`src/sv/rild_pkg.sv`:
```
// Shared types, constants and helpers for the interference level derive unit.
// Used by rild_front, rild_queue, rild_back and the top level; no dependencies.
package rild_pkg;

	localparam logic [12:0] ONE_Q12      = 13'd4096;
	localparam logic [12:0] RF_FLOOR_Q12 = 13'd1434;
	localparam logic [12:0] IF_FLOOR_Q12 = 13'd819;
	// cv at or above this gives avcT = 1.0 (5120 / 1.25 = 4096)
	localparam logic [14:0] AVC_SAT_CV   = 15'd5120;
	// floor(x / 5) = (x * 52429) >> 18, exact for x < 2^18
	localparam logic [31:0] RECIP5       = 32'd52429;

	localparam int DIV_STEPS = 13;
	localparam int NSTAGE    = 18;
	localparam int QDEPTH    = 4;
	localparam int QPTR_W    = 2;

	typedef enum logic [2:0] {
		REG_IF_NOISE_BASE   = 3'd0,
		REG_POST_NOISE_AMP  = 3'd1,
		REG_CRACKLE_AMP     = 3'd2,
		REG_CRACKLE_RATE    = 3'd3,
		REG_HUM_LEVEL       = 3'd4,
		REG_RF_AVC_DEPTH    = 3'd5,
		REG_IF_AVC_DEPTH    = 3'd6,
		REG_CRACKLE_AT_DET  = 3'd7
	} reg_idx_t;

	typedef struct packed {
		logic [15:0] if_noise_base;
		logic [15:0] post_noise_amp;
		logic [15:0] crackle_amp_base;
		logic [15:0] crackle_rate_base;
		logic [15:0] hum_level;
		logic [15:0] rf_avc_depth;
		logic [15:0] if_avc_depth;
		logic        crackle_at_detector;
	} cfg_t;

	// classified item as it sits in the queue
	typedef struct packed {
		logic [12:0] avc_t;
		logic [12:0] carr;
		logic [12:0] lock;
		logic        given;
		logic [12:0] mis_g;
		logic        ovf;
		logic [23:0] off_abs;
		logic [23:0] bw;
	} item_t;

	typedef struct packed {
		logic [12:0] avc_t;
		logic [12:0] carr;
		logic [12:0] lock;
		logic        given;
		logic [12:0] mis_g;
		logic        ovf;
		logic [23:0] rem;
		logic [23:0] bw;
		logic [12:0] quo;
		logic [28:0] rf_p;
		logic [28:0] if_p;
		logic [12:0] rf_g;
		logic [12:0] if_g;
		logic [12:0] pre_g;
		logic [15:0] nb;
		logic [15:0] ca_g;
		logic [12:0] t1;
		logic [12:0] expo;
		logic [12:0] esq;
		logic [15:0] rate;
		logic [15:0] det_amp;
		logic [15:0] post_amp;
	} bk_t;

	typedef struct packed {
		logic [15:0] detector_noise_amp;
		logic [15:0] detector_crackle_amp;
		logic [15:0] detector_crackle_rate;
		logic [15:0] post_crackle_amp;
		logic [15:0] post_crackle_rate;
		logic [15:0] noise_amp;
		logic [15:0] hum_amp;
		logic        hum_enabled;
	} res_t;

	// |v| clamped to 1.0 in Q12; handles the most negative code
	function automatic logic [12:0] mag_clamp(input logic [15:0] v);
		logic [16:0] ext;
		logic [16:0] a;
		begin
			ext = {v[15], v};
			a = v[15] ? (17'd0 - ext) : ext;
			mag_clamp = (a > 17'(ONE_Q12)) ? ONE_Q12 : a[12:0];
		end
	endfunction

endpackage

```
`src/sv/rild_queue.sv`:
```
// Short queue of classified items between front and back end.
// Depends on rild_pkg.
module rild_queue (
	input  logic              clk,
	input  logic              arst_n,
	input  logic              wr,
	input  rild_pkg::item_t   wr_item,
	output logic              full,
	input  logic              rd,
	output rild_pkg::item_t   rd_item,
	output logic              q_empty
);

	rild_pkg::item_t                 mem_q [rild_pkg::QDEPTH];
	logic [rild_pkg::QPTR_W-1:0]     wptr_q;
	logic [rild_pkg::QPTR_W-1:0]     rptr_q;
	logic [rild_pkg::QPTR_W:0]       cnt_q;

	assign full    = (cnt_q == (rild_pkg::QPTR_W+1)'(rild_pkg::QDEPTH));
	assign q_empty = (cnt_q == '0);
	assign rd_item = mem_q[rptr_q];

	always_ff @(posedge clk or negedge arst_n) begin
		if (!arst_n) begin
			wptr_q <= '0;
			rptr_q <= '0;
			cnt_q  <= '0;
		end else begin
			if (wr) wptr_q <= wptr_q + 1'b1;
			if (rd) rptr_q <= rptr_q + 1'b1;
			if (wr && !rd) cnt_q <= cnt_q + 1'b1;
			else if (rd && !wr) cnt_q <= cnt_q - 1'b1;
		end
	end

	always_ff @(posedge clk) begin
		if (wr) mem_q[wptr_q] <= wr_item;
	end

endmodule

```
`config.mk`:
```
export PLATFORM = sky130hd
export DESIGN_NAME = rild_queue
export DESIGN_NICKNAME = d
export VERILOG_FILES = /design/src/sv/rild_pkg.sv /design/src/sv/rild_queue.sv
export SDC_FILE = /design/constraint.sdc
export NUM_CORES = 1
export LEC_CHECK = 0
export ABC_CLOCK_PERIOD_IN_PS = 4800
export BUFFER_PORTS_ARGS = -buffer_cell sky130_fd_sc_hd__buf_2
export CAP_MARGIN = 40
export CORE_ASPECT_RATIO = 0.6
export CORE_MARGIN = 3
export CORE_UTILIZATION = 30
export DETAILED_ROUTE_END_ITERATION = 12
export PLACE_DENSITY_LB_ADDON = 0.25
export SLEW_MARGIN = 20
export SYNTH_ARGS = -nofsm -noshare
export SYNTH_HDL_FRONTEND = slang
export SYNTH_SLANG_ARGS = --single-unit
```
`constraint.sdc`:
```
create_clock -name clk -period 4.8 [get_ports clk]
set_input_delay 1.2 -clock clk [delete_from_list [all_inputs] [get_ports clk]]
set_output_delay 1.2 -clock clk [all_outputs]
set_load 0.05 [all_outputs]
```
# Word-level counts from Yosys, hierarchy flattened
# Memories as Yosys holds them, arrays and structs flattened.
# Cells that the tools add are included.
[classes]
add_sub_neg = 4
eq_ne = 1
mux = 4
reduce_logical = 6
[op_table]
columns = ["operator", "count"]
rows = [
  ["2-to-1 mux 3 bit", 2],
  ["adder 2 x 1 -> 2 bit (second input constant)", 2],
  ["adder 3 x 1 -> 3 bit (second input constant)", 1],
  ["equality test 3 bit (second input constant)", 1],
  ["logical NOT 3 bit", 1],
  ["subtractor 3 x 1 -> 3 bit (second input constant)", 1],
  ["logical AND 1 bit", 2],
  ["logical NOT 1 bit", 2],
  ["2-to-1 mux 1 bit", 2],
  ["nonzero test 2 bit", 1],
]
[word_totals]
register_bits = 7
ramBits = 408
input_bits = 106
out_inout_bits = 104
word_cells = 19
memories = 1
[memory_table]
columns = ["memory", "words", "word_bits", "read_ports", "rd_clocked_by_memory_dff", "wr", "line", "text"]
rows = [
  ["mem_q", 4, 102, 1, 0, 1, "rild_queue.sv:14", "rild_pkg::item_t mem_q [rild_pkg::QDEPTH];"],
]

# Depth between registers and ports, before layout
# Gate-level depths: netlist (run 1).
[logic_depth]
ltp_word = 4
ltp_mapped = 7
mapped_depth_nobuf = 7

# Worst setup path before layout (run 1)
# Ideal clock, no wire load.
[synth_path]
kind = "input-to-reg"
from = "in wr"
to = "mem mem_q[1][0] (netlist bit) (enable)"
setup_ns = 0.472
arrival_time_ns = 3.553
required_time_ns = 4.328
path_slack_ns = 0.774
stages = 1
n_path_buf = 0
path_cell_list = "and2_1"
[synth_between]
elab_chain_cells = 2
[synth_lines]
columns = ["element", "line", "text"]
rows = [
  ["start, declared", "rild_queue.sv:6", "input logic wr,"],
  ["2-to-1 mux 1 bit", "rild_queue.sv:37", "if (wr) mem_q[wptr_q] <= wr_item;"],
  ["2-to-1 mux 1 bit (not written as such)", "rild_queue.sv:37", ""],
  ["end, declared", "rild_queue.sv:14", ""],
]
# No other way between the ends.

==> flow_summary.yaml, run 1 <==
run_status:
  status: "complete, no violations"
yosys:
  synth.avg_cell_area_um2: 26.7
  postSynth.topFlopCell: "sky130_fd_sc_hd__edfxtp_1"
  post_synth_instance_area_um2: 15200
  fraction_of_synthesis_flops_using_an_asynchronous_set_or_reset_pin_pct: 1.69
  mappedNetlistNets: 679
  synth-seq-area-share_pct: 81.9
  yosysUniqueCellTypes: 21
  count_of_flip_flops_with_a_built_in_enable_after_synthesis: 408
  synth_seq_cells: 415
  post_synth_inst_count: 567
  yosys_warnings: 0
floorplan:
  boundaryPins: 210
  fp-row-count: 63
  floorplan.die.width_um: 296
  initial_utilization_pct: 30.5
  core-area_um2: 49700
  vertical_die_dimension_um: 180
  dieArea_um2: 53400
cells_and_area:
  final_core_utilization_pct: 36.9
  area_delta_synth_final_pct: 20.7
  sequential_cell_area_um2: 12400
  n_fill_cell: 4550
  multi_input_comb_area_um2: 2510
  finish.instance_area_um2: 18300
  layoutNonFillerInstCount: 1490
  drive_gt1_share_pct: 46.1
  layout_net_count: 922
place:
  placedCellCount: 1417
  dpl-instance-area_um2: 17000
  hpwl_um: 18600
  gp_routability_congestion: 0.669
  port_buffers: 209
power_and_ir_drop:
  p_int_w: 0.00793
  swShare_pct: 38.6
  pwr_density_cell_nw_per_um2: 707
  p_sw_w: 0.00500
  power.share.sequential_pct: 38.8
  combPwrFrac_pct: 37.4
  vdd_drop_max_uv: 264
  cellLeakagePower_nw: 6.14
  p_clk_share_pct: 23.8
sta:
  maxClockFrequency_ghz: 0.268
  period_minus_slack_ns: 3.73
  finalSetupTns_ns: 0
  hold-worst-slack_ns: 0.489
  setup_violations: 0
  grt_setup_unrepaired: "false"
  finalClockSkew_ns: 0.0118
  max_slew_margin_pct: 53.6
  tightest_slew_ns: 0.696
  layout_worst_path_cycle_share_pct: 77.6
  finalHoldViolCount: 0
  timing_max_transition_violations_final: 0
drt:
  post_drt_wl_per_cell_um: 20.8
  detail_route.vias_per_cell: 4.45
  detail_route.iter0.violations: 499
  drt_drc_violations_left: 0
  finalWirelength_um: 31000
  num_vias: 6636
  drt_pass1_iterations: 4
  detail-route-antenna-nets: 0
global_routing:
  grt_pass1_vias: 7195
  pin_count_of_the_biggest_net_entering_global_routing: 63
  grt_antenna_before_repair: 2
  grt_pass1_wl_um: 47200
  grt_util_all_layers_pct: 11.7
  overflow: 0
clocking:
  number_of_buffers_created_by_cts: 41
  number_of_resized_instances_in_the_post_cts_repair_step: 0
  path_clk_slew_ns: 0.06
  tritoncts: "done"
  clk-insertion-delay-late_ns: 0.53
  ctsLongestPathBuffers: 3
  post-cts-setup-buffers: 0
  clock_sinks: 415
  cts.htree.levels: 2
  library_cell_used_as_clock_root_buffer: "sky130_fd_sc_hd__clkbuf_16"
  post_cts_hold_buffer_count: 0
worst_setup_path:
  path_cells: "buf_12, mux4_2, buf_2"
  critical_path_arrival_ns: 2.53
  timing.setup.critical_path_class: "reg -> out"
  r2r.worst_path.cells: 4
  crit_path_start_kind: "register"
  crit_path_top_delay_cell: "sky130_fd_sc_hd__dfrtp_4"
  slowest_delay_ns: 0.79
  cp.required_ns: 3.60
  setup.worst_path.end_class: "output pin"
  crit_path_max_fanout: 38
job:
  drv.max_cap_violation_count: 0
worst_hold_path:
  hold_path_class: "reg -> reg"
  hold_depth: 1
## final timing paths
path | start | end | slack [ns]
max in group asynchronous | arst_n | rptr_q[1]$_DFFE_PN0P_ | 4.10
min | cnt_q[2]$_DFFE_PN0P_ | cnt_q[2]$_DFFE_PN0P_ | 0.49
min reg2reg | cnt_q[2]$_DFFE_PN0P_ | cnt_q[2]$_DFFE_PN0P_ | 0.49
max reg2reg | wptr_q[0]$_DFFE_PN0P_ | mem_q[2][64]$_DFFE_PP_ | 2.69
min in group asynchronous | arst_n | rptr_q[0]$_DFFE_PN0P_ | 0.50
max | rptr_q[0]$_DFFE_PN0P_ | rd_item[41] | 1.07
## sequential cells by signal (all words and copies together) (netlist names)
name,count
mem_q,408
rptr_q,2
wptr_q,2
cnt_q,3
## critical path: cells and delay by family, from the launching register on
kind / cells / cell delay (ns)
DFF: 1 / 0.79
muxes: 1 / 0.55
buffers and inverters: 2 / 0.61
## synth_stat cells, types with 2 or more instances
| master | count | share of area [%] |
|---|---|---|
| sky130_fd_sc_hd__edfxtp_1 | 408 | 81 |
| sky130_fd_sc_hd__mux4_2 | 102 | 15 |
| sky130_fd_sc_hd__buf_2 | 8 | 0.26 |
| sky130_fd_sc_hd__dfrtp_1 | 7 | 1.2 |
| sky130_fd_sc_hd__buf_12 | 6 | 0.79 |
| sky130_fd_sc_hd__ha_1 | 5 | 0.41 |
| sky130_fd_sc_hd__and2_1 | 4 | 0.16 |
| sky130_fd_sc_hd__buf_4 | 4 | 0.20 |
| sky130_fd_sc_hd__inv_1 | 4 | 0.099 |
| sky130_fd_sc_hd__xor2_1 | 4 | 0.23 |
| sky130_fd_sc_hd__buf_1 | 3 | 0.074 |
| sky130_fd_sc_hd__nand2_1 | 2 | 0.050 |
| sky130_fd_sc_hd__xnor2_1 | 2 | 0.12 |
## placed cells by master (no fill, tap or decap), types with 2 or more instances in the layout
cell	instances
sky130_fd_sc_hd__edfxtp_1	408
sky130_fd_sc_hd__buf_2	209
sky130_fd_sc_hd__mux4_2	102
sky130_fd_sc_hd__clkbuf_16	43
sky130_fd_sc_hd__clkinv_1	11
sky130_fd_sc_hd__buf_12	7
sky130_fd_sc_hd__clkbuf_1	6
sky130_fd_sc_hd__buf_4	6
sky130_fd_sc_hd__ha_1	5
sky130_fd_sc_hd__clkinv_2	5
sky130_fd_sc_hd__dfrtp_1	5
sky130_fd_sc_hd__inv_1	4
sky130_fd_sc_hd__and2_4	4
sky130_fd_sc_hd__xor2_1	4
sky130_fd_sc_hd__inv_6	3
sky130_fd_sc_hd__xnor2_1	2
sky130_fd_sc_hd__nand2_1	2
sky130_fd_sc_hd__bufinv_16	2
sky130_fd_sc_hd__dfrtp_4	2
## power groups by stage
stage | clock network, W | registers (W) | logic [W]
finish | 0.00308 | 0.00501 | 0.00484
CTS | 0.00321 | 0.00504 | 0.00497
floorplan | 0 | 0.00498 | 0.00397
global route | 0.00337 | 0.00509 | 0.00513
global placement | 0 | 0.00511 | 0.00494
detailed placement | 0 | 0.00512 | 0.00496
## cell type report
class	instances	area share [%]
clock buffers	49	6.00
flip-flops and latches	415	67.9
repair buffers	223	6.88
multi-input cells	125	13.7
well taps	650	4.44
diodes	1	0.0137
clock inverters	23	0.937
inverters	4	0.0820
## logic make-up after synthesis
logic type	synth area share (%)
and+or+nand+nor	0.322
muxes	15.2
adders and majority gates	0.544
AOI/OAI and AO/OA	0.0330
buffers and inverters	1.60
xor gates and xnor gates	0.346
DFF	81.9
## metrics by stage
step	total power, W	setup WS, ns
2_1_floorplan	0.00894	0.774
5_1_grt	0.0136	0.846
4_1_cts	0.0132	0.918
6_report	0.0129	1.07
3_3_place_gp	0.0100	1.52
3_5_place_dp	0.0101	1.52
## layer usage
metal  wire, µm  track usage, %  vias to the layer above  share of wire [%]
met3       2090            3.45                       46                6.7
met1      14000            16.3                     3499                 45
li1           -               -                     2935                  -
met2      14400            18.2                      154                 46
met5          7               0                        -              0.023
met4        525            2.66                        2                1.7
(Power assumes the default switching activity.)
==> run 2: changes to the inputs <==
- ABC_AREA: not set -> 1
- ABC_CLOCK_PERIOD_IN_PS: 4800 -> 3450
- clock period: 4.8 -> 3.45 ns (I/O delays scaled with it)
==> run 2 against run 1 <==
Net effect:
- clock skew is 0.0019 ns higher
- clock power up 46%
- first-iteration DRC count grew 40%
- highest routed layer unchanged
==> flow_summary.yaml, run 2 <==
cells_and_area:
  multi_input_comb_area_um2: 3540
  layout.cells.most_common_list: "sky130_fd_sc_hd__edfxtp_1, sky130_fd_sc_hd__nand2_1, sky130_fd_sc_hd__inv_1"
  drive_gt1_share_pct: 29.0
  final_core_utilization_pct: 36.2
  largest_reg_flops: 408
  finish.instance_area_um2: 20500
  layout_net_count: 1556
  n_fill_cell: 5462
  mostFrequentLayoutCell: "sky130_fd_sc_hd__edfxtp_1"
  top_regs: "mem_q: 408 flops, cnt_q: 3 flops"
  sequential_cell_area_um2: 12400
  area_delta_synth_final_pct: 17.8
  largest_reg_by_ff_count: "mem_q"
  insertedDiodeCount: 0
sta:
  finalSetupTns_ns: 0
  maxClockFrequency_ghz: 0.318
  timing_max_transition_violations_final: 0
  grt_setup_unrepaired: "false"
  period_minus_slack_ns: 3.15
  setup_violations: 0
  tightest_slew_ns: 0.718
  max_slew_margin_pct: 52.1
  layout_worst_path_cycle_share_pct: 91.2
  finalClockSkew_ns: 0.0137
  hold-worst-slack_ns: 0.143
  finalHoldViolCount: 0
drt:
  detail_route.iter0.violations: 697
  post_drt_wl_per_cell_um: 17.2
  drt_pass1_iterations: 4
  num_vias: 9675
  finalWirelength_um: 38400
  detail_route.vias_per_cell: 4.33
  detail-route-antenna-nets: 0
  drt_drc_violations_left: 0
clocking:
  number_of_resized_instances_in_the_post_cts_repair_step: 0
  tritoncts: "done"
  path_clk_slew_ns: 0.06
  library_cell_used_as_clock_root_buffer: "sky130_fd_sc_hd__clkbuf_16"
  clock_sinks: 415
  cts.htree.levels: 2
  ctsLongestPathBuffers: 3
  number_of_buffers_created_by_cts: 43
  post_cts_hold_buffer_count: 0
  clk-insertion-delay-late_ns: 0.55
  post-cts-setup-buffers: 0
worst_setup_path:
  crit_path_max_fanout: 123
  critical_path_arrival_ns: 2.28
  cp.required_ns: 2.59
  timing.setup.critical_path_class: "reg -> out"
  worst-r2r-setup-slack_ns: 1.64
  crit_path_start_kind: "register"
  setup.worst_path.end_class: "output pin"
yosys:
  count_of_flip_flops_with_a_built_in_enable_after_synthesis: 408
  synth.avg_cell_area_um2: 14.0
  synth_largest_type_area_fraction_pct: 70.5
  synth-seq-area-share_pct: 71.5
  synth_seq_cells: 415
  post_synth_instance_area_um2: 17400
  post_synth_inst_count: 1238
  top_cells_by_area_in_the_synthesized_netlist: "sky130_fd_sc_hd__edfxtp_1, sky130_fd_sc_hd__o211ai_2, sky130_fd_sc_hd__nand2_1"
  fraction_of_synthesis_flops_using_an_asynchronous_set_or_reset_pin_pct: 1.69
  synth_area_leader_cell: "sky130_fd_sc_hd__edfxtp_1"
  synth_commonest_cells: "sky130_fd_sc_hd__edfxtp_1, sky130_fd_sc_hd__nand2_1, sky130_fd_sc_hd__inv_1"
  postSynth.topFlopCell: "sky130_fd_sc_hd__edfxtp_1"
  yosys_warnings: 0
  yosysUniqueCellTypes: 19
  mappedNetlistNets: 1350
  synth.most_common_cell: "sky130_fd_sc_hd__edfxtp_1"
global_routing:
  groute.layer.met1.usage_pct: 17.1
  grt_pass1_wl_um: 59200
  grt_util_all_layers_pct: 12.6
  grt_antenna_before_repair: 3
  globalRouteMet3Util_pct: 3.58
  grt_pass1_vias: 9955
  pin_count_of_the_biggest_net_entering_global_routing: 124
  grt.met2_usage_pct: 20.0
  top_usage_layer: "met2"
  overflow: 0
power_and_ir_drop:
  p_clk_share_pct: 21.8
  p_sw_w: 0.00928
  pwr_density_cell_nw_per_um2: 1010
  power.share.sequential_pct: 33.3
  cellLeakagePower_nw: 8.11
  vdd_drop_max_uv: 630
  p_int_w: 0.0114
  swShare_pct: 44.9
  total_power_w: 0.0207
  combPwrFrac_pct: 44.9
floorplan:
  vertical_die_dimension_um: 192
  fp-row-count: 67
  initial_utilization_pct: 30.7
  dieArea_um2: 61000
  floorplan.die.width_um: 317
  core-area_um2: 56600
  boundaryPins: 210
run_status:
  status: "complete, no violations"
place:
  gp_routability_congestion: 0.697
  dpl-instance-area_um2: 19100
  hpwl_um: 20900
  port_buffers: 209
job:
  drv.max_cap_violation_count: 0
worst_hold_path:
  hold_path_class: "in -> async"
[run 2: cell types whose count changed after synthesis, sizes merged, moves of 4 or more]
cell    previous run  this run
inv                4       216
o211ai             0       204
and2               4         0
nand2              2       319
mux4             102         0
buf               23        68
[run 2: final cells by class]
class	count	share of cell area (%)
clock buffers	54	5.66
clock inverters	20	0.837
inverters	216	4.06
multi-input cells	538	17.3
flip-flops and latches	415	60.7
well taps	759	4.64
repair buffers	230	6.79
[run 2: worst max-delay path, cell delays in order, from the launching register on]
cell                       delay [ns]
sky130_fd_sc_hd__dfrtp_4         0.52
sky130_fd_sc_hd__buf_12          0.43
sky130_fd_sc_hd__o211ai_1        0.26
sky130_fd_sc_hd__nand2_1         0.13
sky130_fd_sc_hd__buf_2           0.26
[run 2: routing by layer]
metal / part of all wire [%] / vias up
li1: - / 4723
met1: 47 / 4707
met2: 45 / 185
met3: 6.0 / 54
met4: 1.6 / 6
met5: 0.089 / -
[run 2: power groups by stage]
stage / clock (W) / combinational (W) / sequential [W]
after floorplan: 0 / 0.00740 / 0.00695
after global placement: 0 / 0.00945 / 0.00697
after detailed placement: 0 / 0.00948 / 0.00699
after CTS: 0.00471 / 0.00950 / 0.00689
after global routing: 0.00490 / 0.0101 / 0.00696
final: 0.00451 / 0.00930 / 0.00688
[run 2: kinds of logic (layout without fill, tap and decap cells)]
family / Yosys count / count (layout) / share of synthesized area, %
compound gates: 205 / 205 / 12.7
xor+xnor: 4 / 4 / 0.202
fa+ha+maj: 6 / 6 / 0.475
buf+inv: 285 / 520 / 8.11
flops: 415 / 415 / 71.5
simple gates: 323 / 323 / 7.01
[run 2: final timing paths]
kind,startpoint,end,cells after the start
setup / recovery,rptr_q[0]$_DFFE_PN0P_,rd_item[56],4
hold / removal,arst_n,cnt_q[0]$_DFFE_PN0P_,1
setup reg to reg,wptr_q[0]$_DFFE_PN0P_,mem_q[2][65]$_DFFE_PP_,5
hold reg to reg,cnt_q[2]$_DFFE_PN0P_,cnt_q[2]$_DFFE_PN0P_,2
max in group asynchronous,arst_n,rptr_q[1]$_DFFE_PN0P_,1
min in group clk,cnt_q[2]$_DFFE_PN0P_,cnt_q[2]$_DFFE_PN0P_,2
[run 2: through the flow]
step / worst slack (ns) / instances
floorplan: 0.431 / 1238
global placement: 0.858 / 2158
detailed placement: 0.871 / 2158
CTS: 0.251 / 2232
global route: 0.202 / 2232
finish: 0.304 / 2232
